[src/hw/rtl/fdrt_pkg.sv]
`timescale 1ns / 1ps

package fdrt_pkg;

  // Default widths
  localparam int DUTY_BITS_DEF  = 8;
  localparam int COUNT_BITS_DEF = 32;

  // Fixed field widths
  localparam int OP_W       = 2;
  localparam int OUT_W      = 32;
  localparam int CFG_IDX_W  = 2;
  localparam int CFG_DATA_W = 32;

  // Item kinds
  localparam logic [OP_W-1:0] OP_DUTY = 2'd0;
  localparam logic [OP_W-1:0] OP_TICK = 2'd1;
  localparam logic [OP_W-1:0] OP_EDGE = 2'd2;
  localparam logic [OP_W-1:0] OP_READ = 2'd3;

  // Register indexes
  localparam logic [CFG_IDX_W-1:0] REG_MIN_DUTY    = 2'd0;
  localparam logic [CFG_IDX_W-1:0] REG_OFF_THRESH  = 2'd1;
  localparam logic [CFG_IDX_W-1:0] REG_ALLOW_OFF   = 2'd2;
  localparam logic [CFG_IDX_W-1:0] REG_MIN_RUNTIME = 2'd3;

  // Register reset values
  localparam logic [OUT_W-1:0] MIN_RUNTIME_RST = 32'd30000;

  // Two tach edges per revolution, window counted in ms ticks: rpm = edges * 60000 / (2 * window), rounded half up
  localparam int RPM_NUM = 60000;

  // Numerator growth over the edge counter width (60001 * 2^COUNT_BITS, plus headroom)
  localparam int NUM_EXTRA = 17;

  // Controller to datapath commands
  typedef struct packed {
    logic accept;
    logic mul;
    logic div_step;
    logic load_out;
  } cmd_t;

  // Datapath to controller status
  typedef struct packed {
    logic need_div;
  } sts_t;

endpackage

[src/hw/rtl/fdrt_in_if.sv]
`timescale 1ns / 1ps

interface fdrt_in_if #(
  parameter int DUTY_BITS = fdrt_pkg::DUTY_BITS_DEF
) ();
  logic                      valid;
  logic                      ready;
  logic [fdrt_pkg::OP_W-1:0] op;
  logic [DUTY_BITS-1:0]      duty_request;

  modport source (output valid, op, duty_request, input ready);
  modport sink   (input valid, op, duty_request, output ready);
endinterface

[src/hw/rtl/fdrt_out_if.sv]
`timescale 1ns / 1ps

interface fdrt_out_if #(
  parameter int DUTY_BITS = fdrt_pkg::DUTY_BITS_DEF
) ();
  logic                       valid;
  logic                       ready;
  logic [DUTY_BITS-1:0]       pwm_duty;
  logic [DUTY_BITS-1:0]       requested_duty;
  logic [fdrt_pkg::OUT_W-1:0] runtime_ms;
  logic [fdrt_pkg::OUT_W-1:0] rpm;
  logic                       rpm_valid;

  modport source (output valid, pwm_duty, requested_duty, runtime_ms, rpm, rpm_valid,
                  input ready);
  modport sink   (input valid, pwm_duty, requested_duty, runtime_ms, rpm, rpm_valid,
                  output ready);
endinterface

[src/hw/rtl/fdrt_cfg_if.sv]
`timescale 1ns / 1ps

interface fdrt_cfg_if ();
  logic                            valid;
  logic                            ready;
  logic [fdrt_pkg::CFG_IDX_W-1:0]  index;
  logic [fdrt_pkg::CFG_DATA_W-1:0] data;

  modport source (output valid, index, data, input ready);
  modport sink   (input valid, index, data, output ready);
endinterface

[src/hw/rtl/fdrt_ctrl.sv]
`timescale 1ns / 1ps

module fdrt_ctrl #(
  parameter int NUM_BITS = fdrt_pkg::COUNT_BITS_DEF + fdrt_pkg::NUM_EXTRA
) (
  input  logic           clk,
  input  logic           rst_n,
  input  logic           in_valid,
  output logic           in_ready,
  input  logic           out_ready,
  output logic           out_valid,
  input  fdrt_pkg::sts_t sts,
  output fdrt_pkg::cmd_t cmd
);

  localparam int CNT_W = $clog2(NUM_BITS);
  localparam logic [CNT_W-1:0] CNT_LAST = CNT_W'(NUM_BITS - 1);

  localparam logic [1:0] S_IDLE = 2'd0;
  localparam logic [1:0] S_MUL  = 2'd1;
  localparam logic [1:0] S_DIV  = 2'd2;
  localparam logic [1:0] S_PUSH = 2'd3;

  logic [1:0]       state_r, state_nxt;
  logic [CNT_W-1:0] cnt_r, cnt_nxt;
  logic             out_valid_r, out_valid_nxt;
  logic             slot_free;

  assign slot_free = !out_valid_r || out_ready;
  assign in_ready  = rst_n && (state_r == S_IDLE);
  assign out_valid = out_valid_r;

  // Sequence one item: accept, optional multiply and divide, then push the result
  always_comb begin
    state_nxt     = state_r;
    cnt_nxt       = cnt_r;
    out_valid_nxt = out_valid_r && !out_ready;
    cmd           = '0;
    case (state_r)
      S_IDLE: begin
        if (in_valid) begin
          cmd.accept = 1'b1;
          state_nxt  = sts.need_div ? S_MUL : S_PUSH;
        end
      end
      S_MUL: begin
        cmd.mul   = 1'b1;
        cnt_nxt   = '0;
        state_nxt = S_DIV;
      end
      S_DIV: begin
        cmd.div_step = 1'b1;
        if (cnt_r == CNT_LAST) begin
          state_nxt = S_PUSH;
        end else begin
          cnt_nxt = cnt_r + 1'b1;
        end
      end
      S_PUSH: begin
        if (slot_free) begin
          cmd.load_out  = 1'b1;
          out_valid_nxt = 1'b1;
          state_nxt     = S_IDLE;
        end
      end
      default: begin
        state_nxt = S_IDLE;
      end
    endcase
  end

  always_ff @(posedge clk) begin
    if (!rst_n) begin
      state_r     <= S_IDLE;
      cnt_r       <= '0;
      out_valid_r <= 1'b0;
    end else begin
      state_r     <= state_nxt;
      cnt_r       <= cnt_nxt;
      out_valid_r <= out_valid_nxt;
    end
  end

endmodule

[src/hw/rtl/fdrt_datapath.sv]
`timescale 1ns / 1ps

module fdrt_datapath #(
  parameter int DUTY_BITS  = fdrt_pkg::DUTY_BITS_DEF,
  parameter int COUNT_BITS = fdrt_pkg::COUNT_BITS_DEF,
  parameter int NUM_BITS   = fdrt_pkg::COUNT_BITS_DEF + fdrt_pkg::NUM_EXTRA
) (
  input  logic                            clk,
  input  logic                            rst_n,
  input  fdrt_pkg::cmd_t                  cmd,
  output fdrt_pkg::sts_t                  sts,
  input  logic                            cfg_valid,
  input  logic [fdrt_pkg::CFG_IDX_W-1:0]  cfg_index,
  input  logic [fdrt_pkg::CFG_DATA_W-1:0] cfg_data,
  input  logic [fdrt_pkg::OP_W-1:0]       in_op,
  input  logic [DUTY_BITS-1:0]            in_duty_request,
  output logic [DUTY_BITS-1:0]            pwm_duty,
  output logic [DUTY_BITS-1:0]            requested_duty,
  output logic [fdrt_pkg::OUT_W-1:0]      runtime_ms,
  output logic [fdrt_pkg::OUT_W-1:0]      rpm,
  output logic                            rpm_valid
);

  localparam int OUT_W = fdrt_pkg::OUT_W;
  localparam int CMP_W = (COUNT_BITS > OUT_W) ? COUNT_BITS : OUT_W;
  localparam int DIV_W = COUNT_BITS + 1;
  localparam int REM_W = COUNT_BITS + 2;
  localparam logic [NUM_BITS-1:0] K_RPM = NUM_BITS'(fdrt_pkg::RPM_NUM);

  // Configuration registers
  logic [DUTY_BITS-1:0] min_duty_r;
  logic [DUTY_BITS-1:0] off_thresh_r;
  logic                 allow_off_r;
  logic [OUT_W-1:0]     min_runtime_r;

  // Block state
  logic [DUTY_BITS-1:0]  applied_r, applied_nxt;
  logic [DUTY_BITS-1:0]  last_req_r, last_req_nxt;
  logic [COUNT_BITS-1:0] since_r, since_nxt;
  logic [COUNT_BITS-1:0] edges_r, edges_nxt;
  logic [COUNT_BITS-1:0] win_r, win_nxt;
  logic                  win_open_r, win_open_nxt;
  logic                  rpm_ok_r, rpm_ok_nxt;

  // Divider
  logic [COUNT_BITS-1:0] edge_cap_r;
  logic [DIV_W-1:0]      div_r;
  logic [NUM_BITS-1:0]   num_r;
  logic [REM_W-1:0]      rem_r;
  logic [NUM_BITS-1:0]   quo_r;
  logic [REM_W-1:0]      rem_shift;
  logic                  rem_ge;

  // Output registers
  logic [DUTY_BITS-1:0] pwm_duty_r;
  logic [DUTY_BITS-1:0] req_duty_r;
  logic [OUT_W-1:0]     runtime_r;
  logic [OUT_W-1:0]     rpm_r;
  logic                 rpm_valid_r;

  logic [DUTY_BITS-1:0] shaped;
  logic [CMP_W-1:0]     since_ext;
  logic [CMP_W-1:0]     min_rt_ext;
  logic [OUT_W-1:0]     runtime_sat;
  logic [OUT_W-1:0]     quo_sat;

  assign since_ext  = CMP_W'(since_r);
  assign min_rt_ext = CMP_W'(min_runtime_r);

  assign sts.need_div = (in_op == fdrt_pkg::OP_READ) && win_open_r && (win_r != '0);

  // Shape the duty request
  always_comb begin
    if (in_duty_request <= off_thresh_r) begin
      shaped = '0;
    end else if (in_duty_request < min_duty_r) begin
      shaped = min_duty_r;
    end else begin
      shaped = in_duty_request;
    end
    if (shaped == '0 && !allow_off_r) begin
      shaped = min_duty_r;
    end
    if (min_runtime_r != '0 && shaped == '0 && since_ext < min_rt_ext) begin
      shaped = min_duty_r;
    end
  end

  // Apply one item to the state
  always_comb begin
    applied_nxt  = applied_r;
    last_req_nxt = last_req_r;
    since_nxt    = since_r;
    edges_nxt    = edges_r;
    win_nxt      = win_r;
    win_open_nxt = win_open_r;
    rpm_ok_nxt   = rpm_ok_r;
    if (cmd.accept) begin
      rpm_ok_nxt = 1'b0;
      case (in_op)
        fdrt_pkg::OP_DUTY: begin
          last_req_nxt = in_duty_request;
          applied_nxt  = shaped;
          if (applied_r == '0 && shaped != '0) begin
            since_nxt = '0;
          end
        end
        fdrt_pkg::OP_TICK: begin
          since_nxt = (&since_r) ? since_r : since_r + 1'b1;
          if (win_open_r) begin
            win_nxt = (&win_r) ? win_r : win_r + 1'b1;
          end
        end
        fdrt_pkg::OP_EDGE: begin
          edges_nxt = (&edges_r) ? edges_r : edges_r + 1'b1;
        end
        default: begin
          rpm_ok_nxt   = sts.need_div;
          edges_nxt    = '0;
          win_nxt      = '0;
          win_open_nxt = 1'b1;
        end
      endcase
    end
  end

  always_ff @(posedge clk) begin
    if (!rst_n) begin
      min_duty_r    <= '0;
      off_thresh_r  <= '0;
      allow_off_r   <= 1'b1;
      min_runtime_r <= fdrt_pkg::MIN_RUNTIME_RST;
      applied_r     <= '0;
      last_req_r    <= '0;
      since_r       <= '0;
      edges_r       <= '0;
      win_r         <= '0;
      win_open_r    <= 1'b0;
      rpm_ok_r      <= 1'b0;
    end else begin
      if (cfg_valid) begin
        case (cfg_index)
          fdrt_pkg::REG_MIN_DUTY:    min_duty_r    <= cfg_data[DUTY_BITS-1:0];
          fdrt_pkg::REG_OFF_THRESH:  off_thresh_r  <= cfg_data[DUTY_BITS-1:0];
          fdrt_pkg::REG_ALLOW_OFF:   allow_off_r   <= cfg_data[0];
          fdrt_pkg::REG_MIN_RUNTIME: min_runtime_r <= cfg_data[OUT_W-1:0];
          default: begin
          end
        endcase
      end
      applied_r  <= applied_nxt;
      last_req_r <= last_req_nxt;
      since_r    <= since_nxt;
      edges_r    <= edges_nxt;
      win_r      <= win_nxt;
      win_open_r <= win_open_nxt;
      rpm_ok_r   <= rpm_ok_nxt;
    end
  end

  // Restoring division, one quotient bit per step
  assign rem_shift = {rem_r[REM_W-2:0], num_r[NUM_BITS-1]};
  assign rem_ge    = (rem_shift >= REM_W'(div_r));

  always_ff @(posedge clk) begin
    if (cmd.accept) begin
      edge_cap_r <= edges_r;
      div_r      <= {win_r, 1'b0};
    end
    if (cmd.mul) begin
      num_r <= NUM_BITS'(edge_cap_r) * K_RPM + NUM_BITS'(div_r[DIV_W-1:1]);
      rem_r <= '0;
      quo_r <= '0;
    end else if (cmd.div_step) begin
      num_r <= {num_r[NUM_BITS-2:0], 1'b0};
      rem_r <= rem_ge ? rem_shift - REM_W'(div_r) : rem_shift;
      quo_r <= {quo_r[NUM_BITS-2:0], rem_ge};
    end
  end

  // Saturate to the 32-bit result fields
  assign quo_sat = (|quo_r[NUM_BITS-1:OUT_W]) ? '1 : quo_r[OUT_W-1:0];

  generate
    if (COUNT_BITS > OUT_W) begin : g_rt_wide
      assign runtime_sat = (|since_r[COUNT_BITS-1:OUT_W]) ? '1 : since_r[OUT_W-1:0];
    end else begin : g_rt_narrow
      assign runtime_sat = OUT_W'(since_r);
    end
  endgenerate

  // Load the output register
  always_ff @(posedge clk) begin
    if (cmd.load_out) begin
      pwm_duty_r  <= applied_r;
      req_duty_r  <= last_req_r;
      runtime_r   <= runtime_sat;
      rpm_r       <= rpm_ok_r ? quo_sat : '0;
      rpm_valid_r <= rpm_ok_r;
    end
  end

  assign pwm_duty       = pwm_duty_r;
  assign requested_duty = req_duty_r;
  assign runtime_ms     = runtime_r;
  assign rpm            = rpm_r;
  assign rpm_valid      = rpm_valid_r;

endmodule

[src/hw/rtl/fan_duty_runtime_tach_control.sv]
`timescale 1ns / 1ps
// Fan duty shaping with minimum runtime and tachometer speed measurement.
// in_ch carries one item per transaction: op selects a duty request, a 1 ms
// tick, a tach falling edge or an rpm read; duty_request is used for the first.
// out_ch returns exactly one result per item: applied duty, last request,
// runtime since the last start, and rpm with its valid flag on reads.
// cfg_ch writes min_duty, off_threshold, allow_off and min_runtime_ms by index;
// it is ready whenever reset is released and takes effect on the next item.
// Items are handled one at a time. A duty request, tick, edge, or a read over
// an empty window passes from acceptance to the push state, which loads its
// result once the output register is free; in_ch is ready again at the same
// time. A read over a nonempty window runs a multiply and a restoring divider
// that retires one quotient bit per cycle, COUNT_BITS + 17 bits, before the
// push. A result waits in the output register while the receiver stalls; the
// next item is taken meanwhile, and its result waits until the register is
// free.
// Synchronous reset clears duty, counters and the rpm window and restores the
// register defaults; both in_ch and cfg_ch hold ready low during reset.

module fan_duty_runtime_tach_control #(
  parameter int DUTY_BITS  = fdrt_pkg::DUTY_BITS_DEF,
  parameter int COUNT_BITS = fdrt_pkg::COUNT_BITS_DEF
) (
  input  logic        clk,
  input  logic        rst_n,
  fdrt_in_if.sink     in_ch,
  fdrt_out_if.source  out_ch,
  fdrt_cfg_if.sink    cfg_ch
);

  localparam int NUM_BITS = COUNT_BITS + fdrt_pkg::NUM_EXTRA;

  fdrt_pkg::cmd_t cmd;
  fdrt_pkg::sts_t sts;

  // Configuration writes land at once outside reset
  assign cfg_ch.ready = rst_n;

  fdrt_ctrl #(
    .NUM_BITS (NUM_BITS)
  ) u_ctrl (
    .clk       (clk),
    .rst_n     (rst_n),
    .in_valid  (in_ch.valid),
    .in_ready  (in_ch.ready),
    .out_ready (out_ch.ready),
    .out_valid (out_ch.valid),
    .sts       (sts),
    .cmd       (cmd)
  );

  fdrt_datapath #(
    .DUTY_BITS  (DUTY_BITS),
    .COUNT_BITS (COUNT_BITS),
    .NUM_BITS   (NUM_BITS)
  ) u_datapath (
    .clk             (clk),
    .rst_n           (rst_n),
    .cmd             (cmd),
    .sts             (sts),
    .cfg_valid       (cfg_ch.valid),
    .cfg_index       (cfg_ch.index),
    .cfg_data        (cfg_ch.data),
    .in_op           (in_ch.op),
    .in_duty_request (in_ch.duty_request),
    .pwm_duty        (out_ch.pwm_duty),
    .requested_duty  (out_ch.requested_duty),
    .runtime_ms      (out_ch.runtime_ms),
    .rpm             (out_ch.rpm),
    .rpm_valid       (out_ch.rpm_valid)
  );

endmodule

[src/flat_wrapper.sv]
// flat-port wrapper written by rule: the top's interface ports become plain ports
module fan_duty_runtime_tach_control_flat 
#(
  parameter int DUTY_BITS  = fdrt_pkg::DUTY_BITS_DEF,
  parameter int COUNT_BITS = fdrt_pkg::COUNT_BITS_DEF
)
  (clk, rst_n, in_ch_valid, in_ch_op, in_ch_duty_request, in_ch_ready, out_ch_valid, out_ch_pwm_duty, out_ch_requested_duty, out_ch_runtime_ms, out_ch_rpm, out_ch_rpm_valid, out_ch_ready, cfg_ch_valid, cfg_ch_index, cfg_ch_data, cfg_ch_ready);
  fdrt_in_if #(.DUTY_BITS(DUTY_BITS)) in_ch_i ();
  fdrt_out_if #(.DUTY_BITS(DUTY_BITS)) out_ch_i ();
  fdrt_cfg_if cfg_ch_i ();
  input  logic clk;
  input  logic rst_n;
  input wire logic [$bits(in_ch_i.valid)-1:0] in_ch_valid;
  input wire logic [$bits(in_ch_i.op)-1:0] in_ch_op;
  input wire logic [$bits(in_ch_i.duty_request)-1:0] in_ch_duty_request;
  output wire logic [$bits(in_ch_i.ready)-1:0] in_ch_ready;
  output wire logic [$bits(out_ch_i.valid)-1:0] out_ch_valid;
  output wire logic [$bits(out_ch_i.pwm_duty)-1:0] out_ch_pwm_duty;
  output wire logic [$bits(out_ch_i.requested_duty)-1:0] out_ch_requested_duty;
  output wire logic [$bits(out_ch_i.runtime_ms)-1:0] out_ch_runtime_ms;
  output wire logic [$bits(out_ch_i.rpm)-1:0] out_ch_rpm;
  output wire logic [$bits(out_ch_i.rpm_valid)-1:0] out_ch_rpm_valid;
  input wire logic [$bits(out_ch_i.ready)-1:0] out_ch_ready;
  input wire logic [$bits(cfg_ch_i.valid)-1:0] cfg_ch_valid;
  input wire logic [$bits(cfg_ch_i.index)-1:0] cfg_ch_index;
  input wire logic [$bits(cfg_ch_i.data)-1:0] cfg_ch_data;
  output wire logic [$bits(cfg_ch_i.ready)-1:0] cfg_ch_ready;
  assign in_ch_i.valid = in_ch_valid;
  assign in_ch_i.op = in_ch_op;
  assign in_ch_i.duty_request = in_ch_duty_request;
  assign in_ch_ready = in_ch_i.ready;
  assign out_ch_valid = out_ch_i.valid;
  assign out_ch_pwm_duty = out_ch_i.pwm_duty;
  assign out_ch_requested_duty = out_ch_i.requested_duty;
  assign out_ch_runtime_ms = out_ch_i.runtime_ms;
  assign out_ch_rpm = out_ch_i.rpm;
  assign out_ch_rpm_valid = out_ch_i.rpm_valid;
  assign out_ch_i.ready = out_ch_ready;
  assign cfg_ch_i.valid = cfg_ch_valid;
  assign cfg_ch_i.index = cfg_ch_index;
  assign cfg_ch_i.data = cfg_ch_data;
  assign cfg_ch_ready = cfg_ch_i.ready;
  fan_duty_runtime_tach_control #(.DUTY_BITS(DUTY_BITS), .COUNT_BITS(COUNT_BITS)) u_core (.clk(clk), .rst_n(rst_n), .in_ch(in_ch_i), .out_ch(out_ch_i), .cfg_ch(cfg_ch_i));
endmodule
[config.mk]
export PLATFORM = sky130hd
export DESIGN_NAME = fan_duty_runtime_tach_control_flat
export DESIGN_NICKNAME = d
export VERILOG_FILES = /design/src/hw/rtl/fdrt_pkg.sv /design/src/hw/rtl/fdrt_in_if.sv /design/src/hw/rtl/fdrt_out_if.sv /design/src/hw/rtl/fdrt_cfg_if.sv /design/src/hw/rtl/fdrt_ctrl.sv /design/src/hw/rtl/fdrt_datapath.sv /design/src/hw/rtl/fan_duty_runtime_tach_control.sv /design/src/flat_wrapper.sv
export SDC_FILE = /design/constraint.sdc
export NUM_CORES = 1
export LEC_CHECK = 0
export BUFFER_PORTS_ARGS = -buffer_cell sky130_fd_sc_hd__buf_2
export CAP_MARGIN = 20
export CORE_ASPECT_RATIO = 1.4
export CORE_MARGIN = 4
export CORE_UTILIZATION = 55
export CTS_BUF_LIST = sky130_fd_sc_hd__clkbuf_16
export CTS_CLUSTER_DIAMETER = 120
export DETAILED_ROUTE_END_ITERATION = 12
export PLACE_DENSITY_LB_ADDON = 0.2
export SYNTH_ARGS = -nofsm -noshare
export SYNTH_HDL_FRONTEND = slang
export SYNTH_SLANG_ARGS = --single-unit
export TNS_END_PERCENT = 30
[constraint.sdc]
create_clock -name clk -period 11.93 [get_ports clk]
set_clock_uncertainty 0.15 [all_clocks]
set_input_delay 1.7895 -clock clk [delete_from_list [all_inputs] [get_ports clk]]
set_output_delay 1.7895 -clock clk [all_outputs]
set_load 0.1 [all_outputs]
After elaboration in Yosys (flattened, before gate mapping)

Cells that the tools add are included.

Add/sub/neg operators: 6
Multipliers: 1
Magnitude comparators: 4
Equality and inequality tests: 19
Multiplexer cells: 32
Bitwise gates (word level): 3
Reductions and logical operators: 42

Operator list:

| kind                                                                   | count |
|---|---|
| 32-bit 2-to-1 mux                                                      | 6 |
| 32-bit case mux with 2 select lines                                    | 3 |
| 49-bit 2-to-1 mux                                                      | 2 |
| 32-bit by 1-bit adder with 32-bit output (second input constant)       | 3 |
| 32-bit AND reduction                                                   | 3 |
| 32-bit nonzero test                                                    | 2 |
| 48-bit by 32-bit adder with 49-bit output                              | 1 |
| 32-bit by 11-bit multiplier with 43-bit output (second input constant) | 1 |
| 34-bit by 33-bit greater-or-equal comparator with 1-bit output         | 1 |
| 33-bit 2-to-1 mux                                                      | 1 |
| 33-bit subtractor                                                      | 1 |
| 32-bit < comparator                                                    | 1 |
| 8-bit 2-to-1 mux                                                       | 4 |
| 8-bit logical NOT                                                      | 3 |
| 2-bit inequality test (second input constant)                          | 9 |
| 17-bit OR reduction                                                    | 1 |
| 2-bit AND reduction                                                    | 7 |
| 2-bit equality test (second input constant)                            | 6 |
| 6-bit case mux with 2 select lines                                     | 1 |
| 1-bit 2-to-1 mux                                                       | 9 |
| 8-bit <= comparator                                                    | 1 |
| 1-bit logical AND                                                      | 8 |
| 8-bit < comparator                                                     | 1 |
| 2-bit 2-to-1 mux                                                       | 4 |
| 15 further kinds                                                       | 28 |

Bits in registers: 448
Input port bits: 49
Output and inout bits: 84
Word-level logic and storage cells: 131

Logic depth before layout (Yosys ltp)

Word-level depth: 14
Gate-level depth with buffers: 29
Gate-level depth less buffers: 29

Hierarchy

Synthesis repeated with hierarchy kept, for this count alone.

Cell total of the unflattened synthesis: 3113
Area, all modules: 29492.0 um^2

By module, submodules not included:

| module                        | instances | cells an instance | area an instance (um^2) | sequential area each (um^2) |
|---|---|---|---|---|
| fdrt_datapath                 | 1         | 3052              | 28949.0                 | 10730.3 |
| fdrt_ctrl                     | 1         | 60                | 535.5                   | 180.2 |
| fan_duty_runtime_tach_control | 1         | 1                 | 7.5                     | 0.0 |

Least setup slack after synthesis

Ideal clock, no wire load.

Path kind: register -> register
Start: register u_core.u_datapath.edge_cap_r[6]
End: register u_core.u_datapath.num_r[47] (data pin)
Setup time: 260 ps
Arrival: 6629 ps
Required time: 11520 ps
Slack: 4891 ps
Stages on the path, launching flop included: 27
Buffers on the path: 1
Cell sequence: edfxtp_1 inv_1 fa_1 inv_1 fa_1 fa_1 inv_1 fa_1 fa_1 inv_1 ha_1 a21oi_1 o21ai_0 a31oi_1 o21ai_0 xor2_1 ha_1 clkbuf_1 a21o_1 a21o_1 a21oi_1 o21ai_0 nand4_1 a311oi_1 o2111ai_1 xor2_1 mux2_2

Longest elaborated chain between the ends: 3

RTL lines:

| item                                           | line                 | text |
|---|---|---|
| start, declared                                | fdrt_datapath.sv:46  | `logic [COUNT_BITS-1:0] edge_cap_r;` |
| start signal, assigned                         | fdrt_datapath.sv:167 | `edge_cap_r <= edges_r;` |
| 32-bit by 11-bit multiplier with 43-bit output | fdrt_datapath.sv:171 | `num_r <= NUM_BITS'(edge_cap_r) * K_RPM + NUM_BITS'(div_r[DIV_W-1:1]);` |
| 48-bit by 32-bit adder with 49-bit output      | fdrt_datapath.sv:171 |  |
| 49-bit 2-to-1 mux                              | fdrt_datapath.sv:170 | `if (cmd.mul) begin` |
| end signal, assigned                           | fdrt_datapath.sv:171 |  |
| end signal, assigned                           | fdrt_datapath.sv:175 | `num_r <= {num_r[NUM_BITS-2:0], 1'b0};` |
| end, declared                                  | fdrt_datapath.sv:48  | `logic [NUM_BITS-1:0] num_r;` |

Every way passes these cells.
A chain may end at the register's enable or synchronous reset.

Worst setup path in the final report

Start: register u_core.u_datapath.edge_cap_r[0]
End: register u_core.u_datapath.num_r[47] (data pin)

The elaborated chain is that of the path after synthesis.

==> impl_metrics.py <==
metrics = {
    "clock_network": {
        "clkTransAtPathRegs_ns": 0.07,
        "cts_hold_buf": 0,
        "htreeDepth": 2,
        "cts_tree": "built",
        "cts_made_buffers": 45,
        "clock_sinks": 448,
        "cts_buffer_depth": 3,
        "post_cts_resized": 0,
        "clock_latency_ns": 0.60,
        "root_buffer": "clkbuf_16",
        "post_cts.repair.setup_buffers": 0,
    },
    "route": {
        "routed_wl_um": 68700,
        "drc": 0,
        "num_vias": 22400,
        "drt_iter0_drc": 1172,
        "drtPass1Iterations": 5,
        "ant_nets": 0,
        "wl_per_cell_um": 17.7,
        "viasPerCell": 5.77,
    },
    "yosys": {
        "yosysWarnings": 0,
        "netlist_instances": 3042,
        "yosysSeqAreaShare_pct": 37.5,
        "synthDistinctLibCells": 83,
        "yosys.area.top_type_share_pct": 20.0,
        "synth_seq_cells": 448,
        "synth_fp_nets": 3460,
        "yosysMostFrequentCell": "inv_1",
        "syn_area_per_cell_um2": 9.57,
        "netlist_area_mm2": 0.0291,
        "synth.area.top_cells": "edfxtp_1 (20%), dfxtp_1 (17%), fa_1 (9.8%)",
        "synth_common_cells": "inv_1 (360), nor2_1 (291), dfxtp_1 (254)",
        "synth-async-reset-ratio_pct": 0,
        "synth_edf_count": 194,
        "synth_flop_cell": "dfxtp_1",
        "synth_top_area_cell": "edfxtp_1",
    },
    "global_route": {
        "grtUsageMet2_pct": 43.2,
        "met1_usage_pct": 29.1,
        "grt-ovfl-total": 0,
        "antenna_found_initial": 0,
        "grt_most_used_layer": "met2",
        "grt_pass1_vias": 22600,
        "track_usage_pct": 23.9,
        "grt_max_degree": 104,
        "met3_usage_pct": 3.03,
        "grt_pass1_wl_um": 113000,
    },
    "timing": {
        "finalCritPeriodShare_pct": 67.3,
        "setup_viol": 0,
        "final_max_slew_viol_count": 0,
        "final.setup.tns_ns": 0,
        "max_freq_mhz": 125,
        "slew_headroom_pct": 29.9,
        "rsz0062_at_grt": "no",
        "hold_viol": 0,
        "worst_pin_slew_ns": 1.05,
        "period_minus_slack_ns": 8.03,
    },
    "final_layout": {
        "fin_cells": 3880,
        "syn_to_final_growth_pct": 9.76,
        "nets": 3554,
        "layout-drive-gt1-share_pct": 8.86,
        "antennaDiodeCount": 0,
    },
    "placement": {
        "placedCellCount": 3792,
        "place_congestion": 0.918,
        "io_buffer_count": 132,
        "hpwl_um": 52300,
    },
    "setup_path": {
        "path_delay_family": "adder cells",
        "critPathSlowestCell": "a311oi_1",
        "cp.required_ns": 12.12,
        "start_kind": "flip-flop",
        "crit_path_frequent_cell": "ha_1",
        "path_cells": "ha_1 > ha_1 > inv_1 > fa_1 > fa_1 > inv_1 > fa_1 > ha_1 > a21oi_1 > nand2b_1 > o21ai_0 > nand2_1 > xor2_1 > ha_1 > and3_1 > a41oi_1 > a31oi_1 > a221oi_1 > o21ai_0 > nand4_1 > a311oi_1 > o2111ai_1 > xor2_1 > mux2_2",
        "path_class": "flip-flop to flip-flop",
        "worst_ep_arrival_time_ns": 8.22,
        "timing.critical_path.buf_inv": 2,
        "slowest_delay_ns": 0.66,
        "crit_fanout": 6,
        "end_kind": "flip-flop",
    },
    "outcome": {
        "status": "completed",
    },
    "floorplan": {
        "die_area_mm2": 0.0567,
        "core_mm2": 0.0523,
        "die_w_um": 202,
        "chipHeight_um": 280,
        "rows": 99,
        "start_util_pct": 55.7,
        "io-pin-count": 133,
    },
    "run": {
        "drv_cap": 0,
    },
    "worst_hold_path": {
        "min_path_type": "flip-flop to flip-flop",
    },
}
## metal layers
layer  vias to the layer above  share of wire, %  routed length, µm
li1                      10800                 -                  -
met1                     10800                41              28200
met2                       585                50              34600
met3                       145               4.6               3150
met4                         0               4.1               2820
met5                         -                 0                  0
## sequential cells by signal, summed over array words and instances (netlist names), 32 cells and up
signal,count
u_core.u_datapath.edge_cap_r,32
u_core.u_datapath.quo_r,49
u_core.u_datapath.div_r,32
u_core.u_datapath.num_r,49
u_core.u_datapath.win_r,32
u_core.u_datapath.runtime_sat,32
u_core.u_datapath.min_rt_ext,32
u_core.u_datapath.runtime_ms,32
u_core.u_datapath.rpm,32
u_core.u_datapath.edges_r,32
u_core.u_datapath.rem_r,33
## per-stage QoR
step           util (%)  setup WS (ns)  cell area (µm²)  hold slack [ns]
3_5_place_dp       58.2           3.92            30400            0.267
2_1_floorplan         -           4.89            29100            0.256
3_3_place_gp       58.2           4.06            30400            0.264
6_report           61.1           3.90            31900            0.283
4_1_cts            61.0           3.87            31900            0.281
5_1_grt            61.1           3.36            31900            0.293
## placed cells by master (no fill, tap or decap), types with 7 or more instances in the layout
cell type	Yosys	layout
a211oi_1	43	42
a21o_1	74	74
a21oi_1	177	177
a221oi_1	7	7
a31oi_1	35	35
and2_1	24	24
and3_1	30	30
and4_1	20	20
buf_2	11	132
buf_4	3	15
clkbuf_16	0	47
clkinv_1	0	9
dfxtp_1	254	254
edfxtp_1	194	194
fa_1	143	143
ha_1	226	223
inv_1	360	365
mux2_2	29	29
mux2i_1	86	86
nand2_1	230	230
nand2b_1	16	16
nand3_1	72	72
nand3b_1	7	7
nand4_1	57	57
nor2_1	291	291
nor2b_1	15	14
nor3_1	46	46
nor3b_1	11	11
nor4_1	33	33
o211ai_1	17	17
o21a_1	45	45
o21ai_0	95	94
o21bai_1	8	8
o22ai_1	13	13
o31ai_1	11	11
or3_1	15	15
xnor2_1	73	73
xor2_1	78	78
## final timing paths
check	start	to	slack (ns)	depth (start not counted)
worst min register to register	u_core.u_datapath.last_req_r[4]	u_core.u_datapath.requested_duty[4]	0.28	0
worst max register to register	u_core.u_datapath.edge_cap_r[0]	u_core.u_datapath.num_r[47]	3.90	24
worst min-delay path	u_core.u_datapath.last_req_r[4]	u_core.u_datapath.requested_duty[4]	0.28	0
worst max-delay path	u_core.u_datapath.edge_cap_r[0]	u_core.u_datapath.num_r[47]	3.90	24
## logic make-up after synthesis
| logic type | share of synthesized area, % |
|---|---|
| DFF | 37.5 |
| buffers and inverters | 6.11 |
| and+or+nand+nor | 14.6 |
| xor gates and xnor gates | 4.54 |
| adders and majority gates | 19.5 |
| AOI/OAI and AO/OA | 13.6 |
| muxes | 4.08 |
## final cells by class
class                      count  area, µm²
clock buffer                  47       1180
clock inverter                37        302
fill                        4475      20300
inverter                     360       1350
multi-input combinational   2131      16500
sequential                   448      10900
tap                          707        885
timing repair buffer         150        836
Power is not shown: default switching activity piles up to over one toggle a cycle in this logic, so the estimate is an artifact.
